### src/sv/spq_pkg.sv
package spq_pkg;
   localparam int QueueDepth = 16;
   localparam int IdxW = $clog2(QueueDepth);
   localparam int CntW = $clog2(QueueDepth + 1);
   localparam int FifoDepth = 2;

   typedef enum logic [2:0] {
      OP_INSERT  = 3'd0,
      OP_EXTRACT = 3'd1,
      OP_PEEK    = 3'd2,
      OP_DELETE  = 3'd3,
      OP_UPDATE  = 3'd4,
      OP_DUMP    = 3'd5,
      OP_NOP6    = 3'd6,
      OP_NOP7    = 3'd7
   } opcode_type;

   typedef enum logic [1:0] {
      ST_OK       = 2'd0,
      ST_NOTFOUND = 2'd1,
      ST_FULL     = 2'd2
   } status_type;

   typedef struct packed {
      opcode_type         op;
      logic [63:0]        name_tag;
      logic [31:0]        time_tag;
      logic signed [15:0] pri;
   } cmd_type;

   typedef enum logic [1:0] {
      BK_IDLE,
      BK_EXEC,
      BK_REINS,
      BK_DUMP
   } back_state_type;

   typedef struct packed {
      logic busy;
   } back_status_type;
endpackage

### src/sv/spq_front.sv
module spq_front (
   input  logic            clock,
   input  logic            reset,
   input  logic            start,
   output logic            busy,
   input  logic [2:0]      req_opcode,
   input  logic [63:0]     req_name_tag,
   input  logic [31:0]     req_time_tag,
   input  logic signed [15:0] req_priority_req,
   output logic            cmd_valid,
   output spq_pkg::cmd_type cmd,
   input  logic            cmd_pop
);
   import spq_pkg::*;

   cmd_type               fifo_ff [FifoDepth];
   logic [0:0]            rd_ff, rd_in, wr_ff, wr_in;
   logic [1:0]            cnt_ff, cnt_in;
   logic                  push;
   cmd_type               cmd_new;

   // hold off when the queue is full; ignored opcodes are dropped here
   assign busy = (cnt_ff == 2'(FifoDepth));
   assign cmd_new = '{op: opcode_type'(req_opcode), name_tag: req_name_tag,
                      time_tag: req_time_tag, pri: req_priority_req};
   assign push = start && !busy &&
                 (req_opcode != OP_NOP6) && (req_opcode != OP_NOP7);
   assign cmd_valid = (cnt_ff != 2'd0);
   assign cmd = fifo_ff[rd_ff];

   always_comb begin
      rd_in  = rd_ff + 1'(cmd_pop && cmd_valid);
      wr_in  = wr_ff + 1'(push);
      cnt_in = cnt_ff + 2'(push) - 2'(cmd_pop && cmd_valid);
   end

   always_ff @(posedge clock) begin
      if (reset) begin
         rd_ff  <= '0;
         wr_ff  <= '0;
         cnt_ff <= '0;
      end else begin
         rd_ff  <= rd_in;
         wr_ff  <= wr_in;
         cnt_ff <= cnt_in;
      end
      if (push) fifo_ff[wr_ff] <= cmd_new;
   end

   a_cnt_range: assert property (@(posedge clock) disable iff (reset)
      cnt_ff <= 2'(FifoDepth)) else $error("fifo count overflow");
   a_no_push_full: assert property (@(posedge clock) disable iff (reset)
      busy |-> !push) else $error("push while full");
   a_pop_valid: assert property (@(posedge clock) disable iff (reset)
      (cnt_ff == 2'd0) |=> (cnt_ff <= 2'd1)) else $error("count jump");
endmodule

### config.mk
export PLATFORM = sky130hd
export DESIGN_NAME = spq_front
export DESIGN_NICKNAME = d
export VERILOG_FILES = /design/src/sv/spq_pkg.sv /design/src/sv/spq_front.sv
export SDC_FILE = /design/constraint.sdc
export NUM_CORES = 1
export LEC_CHECK = 0
export ABC_AREA = 1
export BUFFER_PORTS_ARGS = -buffer_cell sky130_fd_sc_hd__buf_2
export CAP_MARGIN = 20
export CORE_MARGIN = 4
export CORE_UTILIZATION = 33
export DETAILED_ROUTE_END_ITERATION = 6
export GPL_ROUTABILITY_DRIVEN = 0
export PLACE_DENSITY = 0.58
export SYNTH_ARGS = -nofsm -noshare
export SYNTH_HDL_FRONTEND = slang
export SYNTH_SLANG_ARGS = --single-unit
### constraint.sdc
create_clock -name clock -period 5.3 [get_ports clock]
set_input_delay 0.265 -clock clock [delete_from_list [all_inputs] [get_ports clock]]
set_output_delay 0.265 -clock clock [all_outputs]
set_load 0.005 [all_outputs]
# Yosys cells after proc, flatten, opt, wreduce, memory -nomap -nowiden
# Memory sizes are Yosys's and may differ from the RTL's. A register that Yosys moved wholly into a read port is not among the register bits.
# Index checks and enable logic that the tools add are counted.
[classes]
n_addsub = 4
multipliers = 0
n_div = 0
n_lt_le_gt_ge = 0
eq_ne = 3
shift = 0
mux = 3
bitwise = 0
reduce_logical = 6
[ops]
columns = ["op", "count"]
rows = [
  ["$ne 3x3->1 const B", 2],
  ["$logic_and 1x1->1", 4],
  ["$mux 1", 3],
  ["$add 1x1->1", 2],
  ["$add 2x1->2", 1],
  ["$eq 2x2->1 const B", 1],
  ["$reduce_bool 2->1", 1],
  ["$sub 2x1->2", 1],
  ["$logic_not 1->1", 1],
]
[totals]
ff_bits = 4
latch_bits = 0
ram_bits = 230
rom_bits = 0
input_bits = 119
output_inout_bits = 117
elab_cells = 20
n_memories = 1
[mem_list]
columns = ["name", "words", "width", "rd", "rd_clocked_by_memory_dff", "write_ports", "line", "source"]
rows = [
  ["fifo_ff", 2, 115, 1, 1, 1, "spq_front.sv:16", "cmd_type fifo_ff [FifoDepth];"],
]

# Longest topological paths before layout
[logic_depth]
ltp_word = 7
mapped_depth = 12
mapped_depth_nobuf = 12

# Worst setup path before layout
# Ideal clock, no wire load.
[synth_timing]
kind = "flip-flop to flip-flop"
startpoint = "register cnt_ff[1]"
endpoint = "memory fifo_ff[1][0] in the netlist's numbering, enable pin"
setup_time_ns = 0.488
arrival_time_ns = 3.408
t_required_ns = 4.812
slack_ns = 1.404
stages_incl_launch_ff = 5
n_path_buf = 0
period_less_slack_ns = 3.896
cell_sequence = "dfxtp_1 inv_1 o21ai_0 a21oi_1 ha_1"
[synth_via]
elab_chain_cells = 7
[synth_lines]
columns = ["element", "line", "source"]
rows = [
  ["start: declaration", "spq_front.sv:18", "logic [1:0] cnt_ff, cnt_in;"],
  ["start signal: assignment", "spq_front.sv:45", "cnt_ff <= cnt_in;"],
  ["$eq 2x2->1", "spq_front.sv:23", "assign busy = (cnt_ff == 2'(FifoDepth));"],
  ["$logic_not 1->1", "spq_front.sv:26", "assign push = start && !busy &&"],
  ["$logic_and 1x1->1 (2 in a row)", "spq_front.sv:26", ""],
  ["$logic_and 1x1->1", "spq_front.sv:27", "(req_opcode != OP_NOP6) && (req_opcode != OP_NOP7);"],
  ["$mux 1", "spq_front.sv:47", "if (push) fifo_ff[wr_ff] <= cmd_new;"],
  ["$mux 1 (implied by the code)", "spq_front.sv:47", ""],
  ["end: declaration", "spq_front.sv:16", ""],
]
# Every way passes these cells.

==> results.json <==
{
  "status": "completed",
  "worstHoldStart": "cmd_pop",
  "internal_power_w": 0.00373,
  "slew_headroom_pct": 41.4,
  "diodes": 0,
  "yosys_warnings": 0,
  "io_pins": 236,
  "final_common_cell": "buf_2",
  "clk_pin_slew_ns": 0.06,
  "drt_pass1_iterations": 6,
  "r2r_slack_ns": 2.71,
  "finalClockSkew_ns": 0.00776,
  "sw_frac_of_total_pct": 24.9,
  "fin_setup_tns_ns": 0,
  "drive_gt1_share_pct": 49.6,
  "synth-seq-area-share_pct": 80.8,
  "yosysTopAreaCell": "edfxtp_1",
  "wl_met2_um": 9570,
  "fin_nets": 886,
  "rsz0062_at_grt": "no",
  "grt_pass1_wl_um": 28100,
  "p_clk_share_pct": 30.4,
  "postLayoutCellArea_sq_mm": 0.0121,
  "pwr-share-comb_pct": 21.3,
  "vias_per_cell": 4.38,
  "fp.coreArea_sq_mm": 0.0255,
  "cp.arrival_ns": 2.49,
  "place.detailed.hpwl_um": 11900,
  "wl_um": 18600,
  "worstPathRequired_ns": 5.04,
  "die_w_um": 170,
  "drt_iter0_drc": 241,
  "finalSetupViolations": 0,
  "drt-met1-wl_um": 7170,
  "drcViolationCount": 0,
  "tritoncts": "yes",
  "synthesis.area_sq_mm": 0.00864,
  "p_switching_w": 0.00124,
  "postCtsSetupBuffers": 0,
  "critPathCaptureType": "output port",
  "startpoint_type": "flip-flop",
  "grt_max_degree": 61,
  "holdPathStages": 4,
  "grt_pass1_vias": 5281,
  "synthTopCellsByArea": "edfxtp_1 80%, mux2_2 11%, mux2_4 4.9%",
  "layout_common_cells": "235 x buf_2, 230 x edfxtp_1, 116 x dlygate4sd3_1, 87 x mux2_2, 28 x mux2_4",
  "min_to": "rd_ff",
  "finalHoldViolations": 0,
  "die_y_um": 170,
  "maxSlewViolCount": 0,
  "num_vias": 4865,
  "power.leakage_nw": 4.57,
  "r2r_cells": 5,
  "track_usage_pct": 12.4,
  "ys_types": 13,
  "hold_path_class": "in2reg",
  "grt-ovfl-total": 0,
  "synth_top_area_share_pct": 79.9,
  "start_util_pct": 33.9,
  "wire_per_inst_um": 16.7,
  "worst_slew_pin_slew_ns": 0.879,
  "clkSinkCount": 234,
  "r2r-start": "cnt_ff[1]",
  "r2r-end": "fifo_ff[0][68]",
  "finalCritPeriodShare_pct": 52.0,
  "drv_cap": 0,
  "ir_drop_mv": 0.248,
  "cts_root_buffer": "clkbuf_16",
  "portBuffers": 235,
  "fin_util_pct": 47.4,
  "rows": 58,
  "power_density_mw_per_mm2": 411,
  "die_area_sq_mm": 0.0288,
  "syn_inst": 394,
  "synth.avg_cell_area_sq_um": 21.9,
  "path_class": "reg2out",
  "synth_fp_nets": 517,
  "syn_to_final_growth_pct": 39.8,
  "cts_resized": 0,
  "ant_nets": 0,
  "met3_length_um": 1290,
  "antenna_found_initial": 0,
  "dpl_cell_area_sq_mm": 0.0102,
  "fmax_ghz": 0.363,
  "crit_fanout": 60,
  "highest_layer": "met4",
  "fin_crit_ns": 2.75,
  "dp.cells": 951,
  "final_cells": 1111,
  "p_seq_share_pct": 48.3,
  "clock_path_buffers": 3,
  "ys_ff_latch": 234,
  "cts_made_buffers": 24,
  "insertion_delay_ns": 0.50,
  "htreeDepth": 1
}
## registers in the layout, summed over array words and instances (netlist names)
| signal | flops |
|---|---|
| fifo_ff | 230 |
| cnt_ff | 2 |
| rd_ff | 1 |
| wr_ff | 1 |
## layout make-up
| type | instances | area (sq um) |
|---|---|---|
| fill | 2162 | 13400 |
| clock buffer | 30 | 644 |
| timing repair buffer | 356 | 2390 |
| inverter | 10 | 37.5 |
| clock inverter | 14 | 60.1 |
| tap | 330 | 413 |
| multi-input combinational | 137 | 1550 |
| sequential | 234 | 6990 |
## metal layers
metal  vias up  GRT usage [%]
li1       2284              -
met1      2367           14.3
met2       175           22.4
met3        39           3.34
met4         0           3.68
met5         -              0
## repair_timing
action / in CTS / in global routing
hold buffers: 116 / 0
endpoints found under the setup margin: 0 / 0
endpoints found under the hold margin: 232 / 0
## worst max-delay path by stage
stage | startpoint | end | slack, ns | depth (start not counted)
2_1_floorplan | cnt_ff[1] | fifo_ff[1][0] | 1.40 | 4
4_1_cts | rd_ff | cmd[100] | 2.51 | 3
5_1_grt | rd_ff | cmd[100] | 2.41 | 3
3_5_place_dp | cnt_ff[1] | fifo_ff[0][63] | 2.68 | 5
3_3_place_gp | cnt_ff[1] | fifo_ff[1][63] | 2.79 | 5
6_report | rd_ff | cmd[100] | 2.55 | 3
## cell usage after synthesis
library cell and n:
buf_2 8, nand3_1 2, ha_1 4, dfxtp_1 4
nor2_1 8, o21ai_0 1, edfxtp_1 230, inv_1 10
mux2_2 87, a21oi_1 2, buf_6 5, nand2_1 5
mux2_4 28
## logic make-up after synthesis
kind of cell	count (synthesis)	share of synthesized area, %
and+or+nand+nor	15	0.680
buffers and inverters	23	1.55
muxes	115	16.2
AOI/OAI and AO/OA	3	0.174
adders and majority gates	4	0.579
DFF	234	80.8
## metrics by stage
stage | worst slack (ns) | hold WS, ns | power (W)
floorplan | 1.40 | 0.332 | 0.00302
global placement | 2.79 | 0.452 | 0.00343
detailed placement | 2.68 | 0.457 | 0.00346
CTS | 2.51 | 0.0361 | 0.00506
global route | 2.41 | 0.0750 | 0.00523
finish | 2.55 | 0.0702 | 0.00497
## critical path: stages, from the launching register on
cell and delay, ns:
dfxtp_4 0.91, buf_12 0.38, mux2_2 0.42, buf_2 0.14
## power by group through the flow
stage	Sequential, W	Clock, W	Combinational, W
2_1_floorplan	0.00239	0	0.000629
3_3_place_gp	0.00243	0	0.000996
3_5_place_dp	0.00245	0	0.00101
4_1_cts	0.00241	0.00157	0.00108
5_1_grt	0.00242	0.00165	0.00115
6_report	0.00240	0.00151	0.00106
Power figures use the tool's default switching activity.
